<file path="config.mk">
export PLATFORM = sky130hd
export DESIGN_NAME = lock_graph_deadlock_detector_flat
export DESIGN_NICKNAME = d
export VERILOG_FILES = /design/src/design/ldd_pkg.sv /design/src/design/ldd_if.sv /design/src/design/ldd_ram.sv /design/src/design/lock_graph_deadlock_detector.sv /design/src/flat_wrapper.sv
export SDC_FILE = /design/constraint.sdc
export NUM_CORES = 2
export LEC_CHECK = 0
export BUFFER_PORTS_ARGS = -buffer_cell sky130_fd_sc_hd__buf_4
export CORE_MARGIN = 5
export CORE_UTILIZATION = 55
export DETAILED_ROUTE_END_ITERATION = 16
export GPL_TIMING_DRIVEN = 0
export HOLD_SLACK_MARGIN = 0.12
export PLACE_DENSITY = 0.74
export SLEW_MARGIN = 20
export SYNTH_ARGS = -nofsm -noshare
export SYNTH_HDL_FRONTEND = slang
export SYNTH_SLANG_ARGS = --single-unit
</file>
<file path="constraint.sdc">
create_clock -name clock -period 6.5 [get_ports clock]
set_clock_uncertainty 0.15 [all_clocks]
set_input_delay 1.3 -clock clock [delete_from_list [all_inputs] [get_ports clock]]
set_output_delay 1.3 -clock clock [all_outputs]
set_load 0.01 [all_outputs]
</file>
<file path="src/design/ldd_pkg.sv">
// shared constants for the lock graph deadlock detector
// depends on nothing; used by the interfaces and all modules but ldd_ram
package ldd_pkg;

   localparam int MAX_THREADS = 16;
   localparam int MAX_MUTEXES = 16;
   localparam int NUM_VERTS   = MAX_THREADS + MAX_MUTEXES;
   localparam int SCAN_DEPTH  = (MAX_THREADS > MAX_MUTEXES) ? MAX_THREADS : MAX_MUTEXES;

   localparam int OP_W     = 2;
   localparam int ID_W     = 64;
   localparam int T_SLOT_W = $clog2(MAX_THREADS);
   localparam int M_SLOT_W = $clog2(MAX_MUTEXES);
   localparam int T_CNT_W  = $clog2(MAX_THREADS + 1);
   localparam int M_CNT_W  = $clog2(MAX_MUTEXES + 1);
   localparam int SCAN_W   = $clog2(SCAN_DEPTH + 1);
   localparam int VERT_W   = $clog2(NUM_VERTS);

   localparam logic [OP_W-1:0] OP_UNLOCK   = 2'd0;
   localparam logic [OP_W-1:0] OP_REQUEST  = 2'd1;
   localparam logic [OP_W-1:0] OP_ACQUIRED = 2'd2;

endpackage

</file>
<file path="src/design/ldd_if.sv">
// valid/ready channels for lock events and detector results
// depends on ldd_pkg for payload widths
interface ldd_req_if;
   logic                         valid;
   logic                         ready;
   logic [ldd_pkg::OP_W-1:0]     op;
   logic [ldd_pkg::ID_W-1:0]     thread_id;
   logic [ldd_pkg::ID_W-1:0]     mutex_addr;

   modport source (output valid, output op, output thread_id, output mutex_addr,
                   input ready);
   modport sink   (input valid, input op, input thread_id, input mutex_addr,
                   output ready);
endinterface

interface ldd_rsp_if;
   logic valid;
   logic ready;
   logic deadlock;
   logic overflow;

   modport source (output valid, output deadlock, output overflow, input ready);
   modport sink   (input valid, input deadlock, input overflow, output ready);
endinterface

</file>
<file path="src/design/ldd_ram.sv">
// generic single write port, single read port ram with registered read
// no package dependencies
module ldd_ram #(
   parameter int WIDTH = 32,
   parameter int DEPTH = 32
) (
   input  logic                     clock,
   input  logic                     wr_en,
   input  logic [$clog2(DEPTH)-1:0] wr_addr,
   input  logic [WIDTH-1:0]         wr_data,
   input  logic [$clog2(DEPTH)-1:0] rd_addr,
   output logic [WIDTH-1:0]         rd_data
);

   logic [WIDTH-1:0] mem [DEPTH];
   logic [WIDTH-1:0] rd_data_ff;

   always_ff @(posedge clock) begin
      if (wr_en) begin
         mem[wr_addr] <= wr_data;
      end
      rd_data_ff <= mem[rd_addr];
   end

   assign rd_data = rd_data_ff;

endmodule

</file>
<file path="src/design/lock_graph_deadlock_detector.sv">
// top level of the lock graph deadlock detector
// depends on ldd_pkg, ldd_if (ldd_req_if, ldd_rsp_if) and ldd_ram
//
// Each req item is one lock event (op, thread id, mutex address) and gives exactly one
// rsp item (deadlock, overflow). Items are handled one at a time. An item first scans the
// thread and mutex id tables together through their ram read ports, one entry per cycle.
// A new id is then added, or overflow is reported if its table is full. The edge matrix
// sits in a 32-row ram; each edge change is a read-modify-write of one row (unlock and
// request make one change, acquire two). After a request the wait-for walk reads one
// row per step, for up to 32 steps. A new item can be taken in the cycle in which the
// last result appears. A finished result waits in the rsp register while the next item
// is taken. Rows have valid bits, so reset and the clear after a deadlock report take
// effect at once with no clearing pass.
module lock_graph_deadlock_detector (
   input logic          clock,
   input logic          reset,
   ldd_req_if.sink      req_ch,
   ldd_rsp_if.source    rsp_ch
);

   typedef enum logic [2:0] {
      ST_IDLE, ST_SCAN, ST_DECIDE, ST_EREAD, ST_EMOD, ST_WREAD, ST_WNEXT, ST_DONE
   } state_type;

   localparam int NV = ldd_pkg::NUM_VERTS;

   // lowest set bit of an edge row
   function automatic logic [ldd_pkg::VERT_W-1:0] lowest_bit(input logic [NV-1:0] row);
      logic [ldd_pkg::VERT_W-1:0] idx;
      idx = '0;
      for (int j = NV - 1; j >= 0; j--) begin
         if (row[j]) begin
            idx = ldd_pkg::VERT_W'(j);
         end
      end
      return idx;
   endfunction

   // count widths brought to the scan index width for compares
   function automatic logic [ldd_pkg::SCAN_W-1:0] SCAN_W_T(
      input logic [ldd_pkg::T_CNT_W-1:0] c);
      return ldd_pkg::SCAN_W'(c);
   endfunction

   function automatic logic [ldd_pkg::SCAN_W-1:0] SCAN_W_M(
      input logic [ldd_pkg::M_CNT_W-1:0] c);
      return ldd_pkg::SCAN_W'(c);
   endfunction

   state_type state_ff, state_in;

   // latched item
   logic [ldd_pkg::OP_W-1:0]  op_ff, op_in;
   logic [ldd_pkg::ID_W-1:0]  tid_ff, tid_in;
   logic [ldd_pkg::ID_W-1:0]  addr_ff, addr_in;

   // table fill counts
   logic [ldd_pkg::T_CNT_W-1:0] thread_count_ff, thread_count_in;
   logic [ldd_pkg::M_CNT_W-1:0] mutex_count_ff, mutex_count_in;

   // lookup scan pipeline
   logic [ldd_pkg::SCAN_W-1:0]  scan_ff, scan_in;
   logic [ldd_pkg::SCAN_W-1:0]  probe_ff, probe_in;
   logic                        probe_vld_ff, probe_vld_in;
   logic                        t_found_ff, t_found_in;
   logic                        m_found_ff, m_found_in;
   logic [ldd_pkg::T_SLOT_W-1:0] t_slot_ff, t_slot_in;
   logic [ldd_pkg::M_SLOT_W-1:0] m_slot_ff, m_slot_in;

   // vertices of this item and edge read-modify-write control
   logic [ldd_pkg::VERT_W-1:0] tv_ff, tv_in;
   logic [ldd_pkg::VERT_W-1:0] mv_ff, mv_in;
   logic [ldd_pkg::VERT_W-1:0] rmw_row_ff, rmw_row_in;
   logic [ldd_pkg::VERT_W-1:0] rmw_col_ff, rmw_col_in;
   logic                       rmw_set_ff, rmw_set_in;
   logic                       second_ff, second_in;
   logic [NV-1:0]              row_vld_ff, row_vld_in;

   // walk state
   logic [ldd_pkg::VERT_W-1:0] cur_ff, cur_in;
   logic [NV-1:0]              marks_ff, marks_in;

   // result of the item in flight and the rsp register
   logic res_dl_ff, res_dl_in;
   logic res_ovf_ff, res_ovf_in;
   logic rsp_valid_ff, rsp_valid_in;
   logic rsp_dl_ff, rsp_dl_in;
   logic rsp_ovf_ff, rsp_ovf_in;

   // ram ports
   logic                          t_wr_en, m_wr_en, e_wr_en;
   logic [ldd_pkg::T_SLOT_W-1:0]  t_wr_addr, t_rd_addr;
   logic [ldd_pkg::M_SLOT_W-1:0]  m_wr_addr, m_rd_addr;
   logic [ldd_pkg::ID_W-1:0]      t_rd_data, m_rd_data;
   logic [ldd_pkg::VERT_W-1:0]    e_addr_rd;
   logic [NV-1:0]                 e_rd_data, e_wr_data, e_row;

   ldd_ram #(.WIDTH(ldd_pkg::ID_W), .DEPTH(ldd_pkg::MAX_THREADS)) u_thread_ram (
      .clock   (clock),
      .wr_en   (t_wr_en),
      .wr_addr (t_wr_addr),
      .wr_data (tid_ff),
      .rd_addr (t_rd_addr),
      .rd_data (t_rd_data)
   );

   ldd_ram #(.WIDTH(ldd_pkg::ID_W), .DEPTH(ldd_pkg::MAX_MUTEXES)) u_mutex_ram (
      .clock   (clock),
      .wr_en   (m_wr_en),
      .wr_addr (m_wr_addr),
      .wr_data (addr_ff),
      .rd_addr (m_rd_addr),
      .rd_data (m_rd_data)
   );

   ldd_ram #(.WIDTH(NV), .DEPTH(NV)) u_edge_ram (
      .clock   (clock),
      .wr_en   (e_wr_en),
      .wr_addr (rmw_row_ff),
      .wr_data (e_wr_data),
      .rd_addr (e_addr_rd),
      .rd_data (e_rd_data)
   );

   assign req_ch.ready    = (state_ff == ST_IDLE);
   assign rsp_ch.valid    = rsp_valid_ff;
   assign rsp_ch.deadlock = rsp_dl_ff;
   assign rsp_ch.overflow = rsp_ovf_ff;

   // both tables are scanned with one index; wider index wraps harmlessly, counts gate it
   assign t_rd_addr = scan_ff[ldd_pkg::T_SLOT_W-1:0];
   assign m_rd_addr = scan_ff[ldd_pkg::M_SLOT_W-1:0];
   assign t_wr_addr = thread_count_ff[ldd_pkg::T_SLOT_W-1:0];
   assign m_wr_addr = mutex_count_ff[ldd_pkg::M_SLOT_W-1:0];

   // edge row read: rmw row in read state, walk vertex otherwise
   assign e_addr_rd = (state_ff == ST_EREAD) ? rmw_row_ff : cur_ff;

   // a row never written since the last clear reads as no edges
   always_comb begin
      e_row = '0;
      if (state_ff == ST_EMOD) begin
         e_row = row_vld_ff[rmw_row_ff] ? e_rd_data : '0;
      end else begin
         e_row = row_vld_ff[cur_ff] ? e_rd_data : '0;
      end
   end

   always_comb begin
      logic [NV-1:0]              col_bit;
      logic [NV-1:0]              nxt_bit;
      logic [ldd_pkg::VERT_W-1:0] nxt;
      logic                       t_new, m_new, ovf;

      state_in        = state_ff;
      op_in           = op_ff;
      tid_in          = tid_ff;
      addr_in         = addr_ff;
      thread_count_in = thread_count_ff;
      mutex_count_in  = mutex_count_ff;
      scan_in         = scan_ff;
      probe_in        = scan_ff;
      probe_vld_in    = 1'b0;
      t_found_in      = t_found_ff;
      m_found_in      = m_found_ff;
      t_slot_in       = t_slot_ff;
      m_slot_in       = m_slot_ff;
      tv_in           = tv_ff;
      mv_in           = mv_ff;
      rmw_row_in      = rmw_row_ff;
      rmw_col_in      = rmw_col_ff;
      rmw_set_in      = rmw_set_ff;
      second_in       = second_ff;
      row_vld_in      = row_vld_ff;
      cur_in          = cur_ff;
      marks_in        = marks_ff;
      res_dl_in       = res_dl_ff;
      res_ovf_in      = res_ovf_ff;
      rsp_valid_in    = rsp_valid_ff;
      rsp_dl_in       = rsp_dl_ff;
      rsp_ovf_in      = rsp_ovf_ff;
      t_wr_en         = 1'b0;
      m_wr_en         = 1'b0;
      e_wr_en         = 1'b0;
      e_wr_data       = '0;

      col_bit = NV'(1) << rmw_col_ff;
      nxt     = lowest_bit(e_row);
      nxt_bit = NV'(1) << nxt;
      t_new   = !t_found_ff;
      m_new   = !m_found_ff;
      ovf     = (t_new && (thread_count_ff >= ldd_pkg::T_CNT_W'(ldd_pkg::MAX_THREADS))) ||
                (m_new && (mutex_count_ff >= ldd_pkg::M_CNT_W'(ldd_pkg::MAX_MUTEXES)));

      if (rsp_valid_ff && rsp_ch.ready) begin
         rsp_valid_in = 1'b0;
      end

      // compare the entry read last cycle; only the first live match counts
      if (probe_vld_ff) begin
         if (!t_found_ff && (probe_ff < SCAN_W_T(thread_count_ff)) && (t_rd_data == tid_ff)) begin
            t_found_in = 1'b1;
            t_slot_in  = probe_ff[ldd_pkg::T_SLOT_W-1:0];
         end
         if (!m_found_ff && (probe_ff < SCAN_W_M(mutex_count_ff)) && (m_rd_data == addr_ff)) begin
            m_found_in = 1'b1;
            m_slot_in  = probe_ff[ldd_pkg::M_SLOT_W-1:0];
         end
      end

      case (state_ff)
         ST_IDLE: begin
            if (req_ch.valid) begin
               op_in      = req_ch.op;
               tid_in     = req_ch.thread_id;
               addr_in    = req_ch.mutex_addr;
               scan_in    = '0;
               t_found_in = 1'b0;
               m_found_in = 1'b0;
               state_in   = ST_SCAN;
            end
         end
         ST_SCAN: begin
            if (scan_ff == ldd_pkg::SCAN_W'(ldd_pkg::SCAN_DEPTH)) begin
               state_in = ST_DECIDE;
            end else begin
               probe_vld_in = 1'b1;
               scan_in      = scan_ff + 1'b1;
            end
         end
         ST_DECIDE: begin
            res_dl_in  = 1'b0;
            res_ovf_in = ovf;
            if (ovf) begin
               state_in = ST_DONE;
            end else begin
               if (t_new) begin
                  t_wr_en         = 1'b1;
                  thread_count_in = thread_count_ff + 1'b1;
                  tv_in           = ldd_pkg::VERT_W'(thread_count_ff);
               end else begin
                  tv_in = ldd_pkg::VERT_W'(t_slot_ff);
               end
               if (m_new) begin
                  m_wr_en        = 1'b1;
                  mutex_count_in = mutex_count_ff + 1'b1;
                  mv_in = ldd_pkg::VERT_W'(ldd_pkg::MAX_THREADS) +
                          ldd_pkg::VERT_W'(mutex_count_ff);
               end else begin
                  mv_in = ldd_pkg::VERT_W'(ldd_pkg::MAX_THREADS) + ldd_pkg::VERT_W'(m_slot_ff);
               end
               second_in = 1'b0;
               case (op_ff)
                  ldd_pkg::OP_UNLOCK: begin
                     rmw_row_in = mv_in;
                     rmw_col_in = tv_in;
                     rmw_set_in = 1'b0;
                  end
                  ldd_pkg::OP_REQUEST: begin
                     rmw_row_in = tv_in;
                     rmw_col_in = mv_in;
                     rmw_set_in = 1'b1;
                  end
                  default: begin
                     // acquired, and the unused code: drop the request edge, add holder edge
                     rmw_row_in = tv_in;
                     rmw_col_in = mv_in;
                     rmw_set_in = 1'b0;
                     second_in  = 1'b1;
                  end
               endcase
               state_in = ST_EREAD;
            end
         end
         ST_EREAD: begin
            state_in = ST_EMOD;
         end
         ST_EMOD: begin
            e_wr_en   = 1'b1;
            e_wr_data = rmw_set_ff ? (e_row | col_bit) : (e_row & ~col_bit);
            row_vld_in[rmw_row_ff] = 1'b1;
            if (second_ff) begin
               second_in  = 1'b0;
               rmw_row_in = mv_ff;
               rmw_col_in = tv_ff;
               rmw_set_in = 1'b1;
               state_in   = ST_EREAD;
            end else if (op_ff == ldd_pkg::OP_REQUEST) begin
               cur_in   = tv_ff;
               marks_in = NV'(1) << tv_ff;
               state_in = ST_WREAD;
            end else begin
               state_in = ST_DONE;
            end
         end
         ST_WREAD: begin
            state_in = ST_WNEXT;
         end
         ST_WNEXT: begin
            if (e_row == '0) begin
               state_in = ST_DONE;
            end else if ((marks_ff & nxt_bit) != '0) begin
               // wait cycle closed: report and forget everything
               res_dl_in       = 1'b1;
               thread_count_in = '0;
               mutex_count_in  = '0;
               row_vld_in      = '0;
               marks_in        = '0;
               state_in        = ST_DONE;
            end else begin
               marks_in = marks_ff | nxt_bit;
               cur_in   = nxt;
               state_in = ST_WREAD;
            end
         end
         ST_DONE: begin
            if (!rsp_valid_ff || rsp_ch.ready) begin
               rsp_valid_in = 1'b1;
               rsp_dl_in    = res_dl_ff;
               rsp_ovf_in   = res_ovf_ff;
               state_in     = ST_IDLE;
            end
         end
         default: begin
            state_in = ST_IDLE;
         end
      endcase
   end

   always_ff @(posedge clock) begin
      // payload registers, no reset needed
      op_ff      <= op_in;
      tid_ff     <= tid_in;
      addr_ff    <= addr_in;
      scan_ff    <= scan_in;
      probe_ff   <= probe_in;
      t_found_ff <= t_found_in;
      m_found_ff <= m_found_in;
      t_slot_ff  <= t_slot_in;
      m_slot_ff  <= m_slot_in;
      tv_ff      <= tv_in;
      mv_ff      <= mv_in;
      rmw_row_ff <= rmw_row_in;
      rmw_col_ff <= rmw_col_in;
      rmw_set_ff <= rmw_set_in;
      cur_ff     <= cur_in;
      res_dl_ff  <= res_dl_in;
      res_ovf_ff <= res_ovf_in;
      rsp_dl_ff  <= rsp_dl_in;
      rsp_ovf_ff <= rsp_ovf_in;
      if (reset) begin
         state_ff        <= ST_IDLE;
         thread_count_ff <= '0;
         mutex_count_ff  <= '0;
         row_vld_ff      <= '0;
         probe_vld_ff    <= 1'b0;
         rsp_valid_ff    <= 1'b0;
         second_ff       <= 1'b0;
         marks_ff        <= '0;
      end else begin
         state_ff        <= state_in;
         thread_count_ff <= thread_count_in;
         mutex_count_ff  <= mutex_count_in;
         row_vld_ff      <= row_vld_in;
         probe_vld_ff    <= probe_vld_in;
         rsp_valid_ff    <= rsp_valid_in;
         second_ff       <= second_in;
         marks_ff        <= marks_in;
      end
   end

   // a result never flags both a deadlock and a full table
   a_excl_flags: assert property (@(posedge clock) disable iff (reset)
      rsp_ch.valid |-> !(rsp_ch.deadlock && rsp_ch.overflow))
      else $error("deadlock and overflow flagged together");

   // a deadlock report leaves both tables empty
   a_clear_on_dl: assert property (@(posedge clock) disable iff (reset)
      (state_ff == ST_DONE && res_dl_ff) |-> (thread_count_ff == '0 && mutex_count_ff == '0))
      else $error("tables not cleared after deadlock");

   // fill counts stay within their tables
   a_count_bound: assert property (@(posedge clock) disable iff (reset)
      (thread_count_ff <= ldd_pkg::T_CNT_W'(ldd_pkg::MAX_THREADS)) &&
      (mutex_count_ff <= ldd_pkg::M_CNT_W'(ldd_pkg::MAX_MUTEXES)))
      else $error("table count beyond depth");

   // a row write always follows its own read
   a_rmw_order: assert property (@(posedge clock) disable iff (reset)
      (state_ff == ST_EMOD) |-> ($past(state_ff) == ST_EREAD))
      else $error("edge row written without a read");

endmodule

</file>
<file path="src/flat_wrapper.sv">
// flat-port wrapper written by rule: the top's interface ports become plain ports
module lock_graph_deadlock_detector_flat 
  (clock, reset, req_ch_valid, req_ch_op, req_ch_thread_id, req_ch_mutex_addr, req_ch_ready, rsp_ch_valid, rsp_ch_deadlock, rsp_ch_overflow, rsp_ch_ready);
  ldd_req_if req_ch_i ();
  ldd_rsp_if rsp_ch_i ();
  input logic clock;
  input logic reset;
  input wire logic [$bits(req_ch_i.valid)-1:0] req_ch_valid;
  input wire logic [$bits(req_ch_i.op)-1:0] req_ch_op;
  input wire logic [$bits(req_ch_i.thread_id)-1:0] req_ch_thread_id;
  input wire logic [$bits(req_ch_i.mutex_addr)-1:0] req_ch_mutex_addr;
  output wire logic [$bits(req_ch_i.ready)-1:0] req_ch_ready;
  output wire logic [$bits(rsp_ch_i.valid)-1:0] rsp_ch_valid;
  output wire logic [$bits(rsp_ch_i.deadlock)-1:0] rsp_ch_deadlock;
  output wire logic [$bits(rsp_ch_i.overflow)-1:0] rsp_ch_overflow;
  input wire logic [$bits(rsp_ch_i.ready)-1:0] rsp_ch_ready;
  assign req_ch_i.valid = req_ch_valid;
  assign req_ch_i.op = req_ch_op;
  assign req_ch_i.thread_id = req_ch_thread_id;
  assign req_ch_i.mutex_addr = req_ch_mutex_addr;
  assign req_ch_ready = req_ch_i.ready;
  assign rsp_ch_valid = rsp_ch_i.valid;
  assign rsp_ch_deadlock = rsp_ch_i.deadlock;
  assign rsp_ch_overflow = rsp_ch_i.overflow;
  assign rsp_ch_i.ready = rsp_ch_ready;
  lock_graph_deadlock_detector u_core (.clock(clock), .reset(reset), .req_ch(req_ch_i), .rsp_ch(rsp_ch_i));
endmodule
</file>
* Word-level counts from Yosys, hierarchy flattened
Memory sizes are Yosys's and may differ from the RTL's. A register that Yosys moved wholly into a read port is not among the register bits.
Index checks and enable logic that the tools add are counted.
** Operators by class
- Add/sub/neg operators :: 5
- Multipliers :: 0
- Div/mod/pow operators :: 0
- Magnitude comparators :: 7
- Equality and inequality tests :: 24
- Shift-type cells :: 3
- Muxes and demuxes :: 122
- Bitwise operators :: 8
- Reductions and logical operators :: 38
** Operators by type and width (number)
- $mux 32 :: 11
- $mux 5 :: 53
- $eq 64x64->1 :: 2
- $pmux 32 s2 :: 2
- $or 32x32->32 :: 3
- $shl 1x5->32 const A :: 3
- $and 32x32->32 :: 2
- $pmux 5 s2 :: 6
- $mux 1 :: 35
- $logic_not 32->1 :: 1
- $not 32->32 :: 1
- $reduce_bool 32->1 :: 1
- $pmux 3 s8 :: 1
- $mux 3 :: 6
- $ne 2x2->1 const B :: 9
- $add 5x1->5 const B :: 3
- $reduce_and 3->1 :: 5
- $reduce_and 5->1 :: 3
- $eq 3x3->1 const B :: 4
- $lt 5x6->1 const B :: 2
- $reduce_and 2->1 :: 6
- $bmux 1 s5 :: 2
- $ge 5x5->1 const B :: 2
- $lt 5x5->1 :: 2
- 20 further kinds :: 42
** Word-level totals
- Register bits :: 260
- Bits in latches :: 0
- RAM bits :: 3072
- ROM bits :: 0
- Word-level logic and storage cells :: 237
- Memories :: 3
** Memory list
- u_core.u_edge_ram.mem :: words 32, width 32, rd ports 1, clocked after Yosys merged registers in 1, write ports 1, line ldd_ram.sv:15 : logic [WIDTH-1:0] mem [DEPTH];
- u_core.u_mutex_ram.mem :: words 16, width 64, rd ports 1, clocked after Yosys merged registers in 1, write ports 1, line ldd_ram.sv:15
- u_core.u_thread_ram.mem :: words 16, width 64, rd ports 1, clocked after Yosys merged registers in 1, write ports 1, line ldd_ram.sv:15

* Logic depth before layout (Yosys ltp)
- Depth in word-level cells :: 42
- Gate-level depth with buffers :: 16

* Modules after synthesis
Synthesis repeated with hierarchy kept, for this count alone.
** Second synthesis, totals
- Cells, all modules :: 6867
- Area, all modules :: 133078.9 µm²
** Modules (own cells, without submodules)
- ldd_ram (u_core.u_edge_ram) :: times used 1, cells each 2260, area an instance 40485.1 µm², sequential area each 31390.1 µm²
- ldd_ram (u_core.u_mutex_ram) :: times used 1, cells each 1647, area an instance 39581.7 µm², sequential area each 32030.7 µm²
- ldd_ram (u_core.u_thread_ram) :: times used 1, cells each 1647, area an instance 39555.4 µm², sequential area each 32030.7 µm²
- lock_graph_deadlock_detector :: times used 1, cells each 1313, area an instance 13456.7 µm², sequential area each 6936.7 µm²

* Least setup slack after synthesis
No wires, ideal clock.
- Path kind :: reg-to-reg
- From :: register u_core.state_ff[1]
- To :: memory u_core.u_mutex_ram.mem[3][0] (netlist name) (enable)
- Arrival time :: 5.679 ns
- Required time :: 5.785 ns
- Setup slack :: 0.106 ns
- Stages on the path, launching flop included :: 8
- Period minus slack after synthesis :: 6.394 ns
- Cells stage by stage :: dfxtp_1 -> clkbuf_1 -> nand2b_1 -> nor2_1 -> nand3_1 -> nor2_1 -> nand2_1 -> nor3_1
** On the way
- Word-level cells in the longest chain between the ends :: 4
** Ends and longest elaborated chain
- from (decl) :: line lock_graph_deadlock_detector.sv:50 : state_type state_ff, state_in;
- from (signal assigned) :: line lock_graph_deadlock_detector.sv:361 : state_ff <= state_in;
- $eq 3x2->1 :: line lock_graph_deadlock_detector.sv:211 : case (state_ff)
- $mux 1 :: line lock_graph_deadlock_detector.sv:211
- $mux 1 :: line ldd_ram.sv:19 : if (wr_en) begin
- $mux 1 (implied by the code) :: line ldd_ram.sv:20 : mem[wr_addr] <= wr_data;
- to (decl) :: line ldd_ram.sv:15
No other way between the ends.

* Worst setup path after layout
- From :: register u_core.state_ff[1]
- To :: register u_core.u_edge_ram.rd_data_ff[2], in the netlist u_core.u_edge_ram.rd_data[2] (read register of u_core.u_edge_ram.mem)
** On the way
- Word-level cells in the longest chain between the ends :: 2
** Ends and longest elaborated chain
- $eq 3x2->1 :: line lock_graph_deadlock_detector.sv:137 : assign e_addr_rd = (state_ff == ST_EREAD) ? rmw_row_ff : cur_ff;
- $mux 5 :: line lock_graph_deadlock_detector.sv:137
- to (decl) :: line ldd_ram.sv:16 : logic [WIDTH-1:0] rd_data_ff;
No other way between the ends.
A chain may end at the register's enable or synchronous reset.

==> results.json <==
{
  "multi_input_area_um2": 29800,
  "synth.most_common_cell": "edfxtp_1",
  "vdd_drop_max_mv": 0.260,
  "grt_pass1_wl_um": 493000,
  "hold_violations": 0,
  "r2r_start": "u_core.state_ff[1]",
  "cellPowerDensity_nw_per_um2": 338,
  "power_mw": 52.2,
  "post_cts_buffers": 0,
  "critPathCaptureType": "register",
  "ios": 138,
  "viasPerCell": 6.56,
  "clk_latency_ns": 0.98,
  "synth_area_leaders": "edfxtp_1 (73%), mux4_2 (15%), dfxtp_1 (3.7%)",
  "yosys.area.top_type": "edfxtp_1",
  "synth_seq_cells": 3492,
  "grt_usage_pct": 27.3,
  "synthSimpleGateAreaFrac_pct": 3.32,
  "initial_core_util_pct": 55.2,
  "power.switching_mw": 12.5,
  "htreeDepth": 5,
  "combPwrFrac_pct": 11.9,
  "ys_warn_count": 0,
  "muxShareOfSynthArea_pct": 15.6,
  "drt_wl_total_um": 342000,
  "synthAdderAreaFrac_pct": 0.170,
  "clkPwrFrac_pct": 38.1,
  "ctsHoldBuffers": 0,
  "utilization_pct": 64.2,
  "p_sw_share_pct": 24.1,
  "tightest_slew_ns": 1.17,
  "setup_viol": 0,
  "cts_tree": "yes",
  "min_from": "u_core.probe_in[2]",
  "clockBufferDepth": 4,
  "drt-initial-drc-count": 9247,
  "yosys.cell_types.count": 81,
  "grt_pass1_vias": 70096,
  "gp_congestion": 0.896,
  "ys_seq_area_share_pct": 77.2,
  "vias": 68596,
  "coreArea_um2": 240000,
  "fin_crit_ns": 5.16,
  "post-place-ws_ns": 1.34,
  "cpMostUsedCell": "clkbuf_1",
  "rows": 180,
  "cts.repair.resized": 0,
  "synth_common_cells": "edfxtp_1 (3245), mux4_2 (899), nand2_1 (405)",
  "syn_inst": 6249,
  "clkTransAtPathRegs_ns": 0.06,
  "hold_path_class": "register to register",
  "cts.sinks": 3492,
  "drt-wirelength-per-cell_um": 32.7,
  "path_cells": "clkbuf_1, nand2_1, or2_2, clkbuf_1, mux2i_1, clkbuf_1, clkbuf_1, mux4_2, nand2_1, nand3_1, nand3_1, o21ai_0",
  "worst_ep_required_time_ns": 7.18,
  "drive_gt1_share_pct": 28.2,
  "seqCellArea_um2": 102000,
  "remaining_drc_errors": 0,
  "fmaxAchievable_mhz": 194,
  "nets": 7144,
  "crit_type": "register to register",
  "nFillCells": 15097,
  "critPathArrivalTime_ns": 5.84,
  "async_reset_ff_share_pct": 0,
  "synth_top_family_by_area": "multiplexers",
  "syn_avg_cell_area_um2": 21.2,
  "synth_ff_type": "edfxtp_1",
  "first_pass_iters": 6,
  "synth-edff-count": 3245,
  "syn_to_final_growth_pct": 16.3,
  "numCtsBuffers": 358,
  "cp_max_fo": 10,
  "crit_start": "u_core.state_ff[1]",
  "grt_max_degree": 59,
  "synth_area_um2": 133000,
  "max_slew_margin_pct": 22.1,
  "rsz0062_at_grt": "no",
  "final_cells": 10452,
  "status": "finished, final reports clean",
  "io_buffers": 137,
  "report.final.slew_viol_count": 0,
  "gr-total-overflow": 0,
  "syn_nets": 6401,
  "critPathMaxStageDelay_ns": 0.84,
  "synth_compound_area_share_pct": 1.80,
  "drtAntennaViolNets": 0,
  "pwr-share-seq_pct": 50.0,
  "fin_ws_ns": 1.34,
  "dp.cells": 9817,
  "place_hpwl_um": 219000,
  "cts_root_buffer": "clkbuf_16",
  "die_area_um2": 251000,
  "timing.final.crit_share_pct": 79.4,
  "postPlaceCellArea_um2": 143000,
  "antenna_found_initial": 13,
  "cap_violations": 0,
  "p_int_mw": 39.6,
  "synth_xor_area_share_pct": 0.891,
  "post-route-cell-area_um2": 154000,
  "yosys.area.top_type_share_pct": 73.4,
  "crit_path_start_kind": "register",
  "leakage_nw": 50.7,
  "die_h_um": 501,
  "cp_slowest_cell": "clkbuf_1",
  "fp.dieW_um": 501
}
## worst paths after layout
check / end / slack (ns) / cells past startpoint
worst max-delay path: u_core.u_edge_ram.rd_data[2] / 1.34 / 12
worst max register to register: u_core.u_edge_ram.rd_data[2] / 1.34 / 12
worst min-delay path: u_core.probe_ff[2] / 0.23 / 0
worst min register to register: u_core.probe_ff[2] / 0.23 / 0
## final cells by class
class	instances	area share, %
clock buffers	461	6.29
multi-input cells	2405	19.3
clock inverters	169	0.997
repair buffers	383	3.51
inverters	28	0.0730
flip-flops and latches	3492	66.3
diodes	5	0.00811
plain buffers	324	0.914
well taps	3185	2.58
## worst max-delay path, delay by kind of cell, from the launching register on
kind	cells	cell delay (ns)
AND/OR/NAND/NOR	5	1.05
AO/OA/AOI/OAI	1	0.12
flip-flops	1	0.32
buffers and inverters	4	2.11
multiplexers	2	1.23
## cells in the final DEF, fill, tap and decap left out, types with 15 or more instances in the layout
cell type / count
edfxtp_1: 3245
mux4_2: 899
nand2_1: 405
clkbuf_16: 363
clkbuf_1: 265
dfxtp_1: 247
nand3_1: 224
buf_4: 200
nor2_1: 111
xnor2_1: 92
o21ai_0: 87
buf_16: 81
clkbuf_2: 65
clkinv_2: 63
a21oi_1: 60
clkinv_1: 58
buf_12: 58
nor2_4: 56
buf_6: 49
xor2_1: 42
mux2i_1: 37
buf_2: 36
a211oi_2: 30
nand4_1: 27
a41oi_1: 27
inv_1: 26
bufinv_16: 26
nor4_1: 25
clkbuf_8: 25
a22oi_1: 21
buf_1: 20
nand2b_1: 20
nor3_1: 20
nor2b_1: 18
ha_1: 18
a21oi_4: 16
a211oi_4: 15
## registers in the layout, summed over array words and instances, names as in the netlist, 4 cells and up
name                         count
u_core.marks_ff                 32
u_core.mutex_count_ff            5
u_core.tv_ff                     5
u_core.t_slot_ff                 4
u_core.u_thread_ram.rd_data     64
u_core.mv_ff                     5
u_core.m_slot_ff                 4
u_core.rmw_col_ff                5
u_core.u_thread_ram.mem       1024
u_core.probe_ff                  5
u_core.rmw_row_ff                5
u_core.cur_ff                    5
u_core.u_edge_ram.mem         1024
u_core.row_vld_ff               32
u_core.u_mutex_ram.mem        1024
u_core.u_mutex_ram.rd_data      64
u_core.thread_count_ff           5
u_core.addr_ff                  64
u_core.u_edge_ram.rd_data       32
u_core.tid_ff                   64
u_core.probe_in                  5
## stage by stage
stage,hold slack (ns),setup TNS [ns]
global placement,0.201,-6681.41
floorplan,0.196,0
finish,0.228,0
CTS,0.228,0
detailed placement,0.213,0
global route,0.259,0
## logic make-up after synthesis
| logic type | after synthesis |
|---|---|
| AOI/OAI and AO/OA | 337 |
| adders and majority gates | 18 |
| xor gates and xnor gates | 135 |
| muxes | 943 |
| buffers and inverters | 352 |
| DFF | 3492 |
| and+or+nand+nor | 972 |
## power groups by stage
stage / Clock, mW / Combinational [mW] / Sequential, mW
floorplan: 0 / 3.83 / 26.3
global placement: 0 / 5.90 / 26.5
detailed placement: 0 / 6.12 / 26.5
CTS: 20.1 / 6.21 / 26.1
global route: 21.1 / 6.48 / 26.1
finish: 19.9 / 6.20 / 26.1
## per-layer routing
metal	global-route usage [%]	share of wire [%]	vias up	wire length, um
li1	-	-	27344	-
met1	36.8	37	36060	125000
met2	44.1	49	4401	168000
met3	5.74	9.8	777	33400
met4	11.1	4.4	14	15100
met5	0	0.027	-	91
No activity file was read; power rests on OpenSTA's default activity.
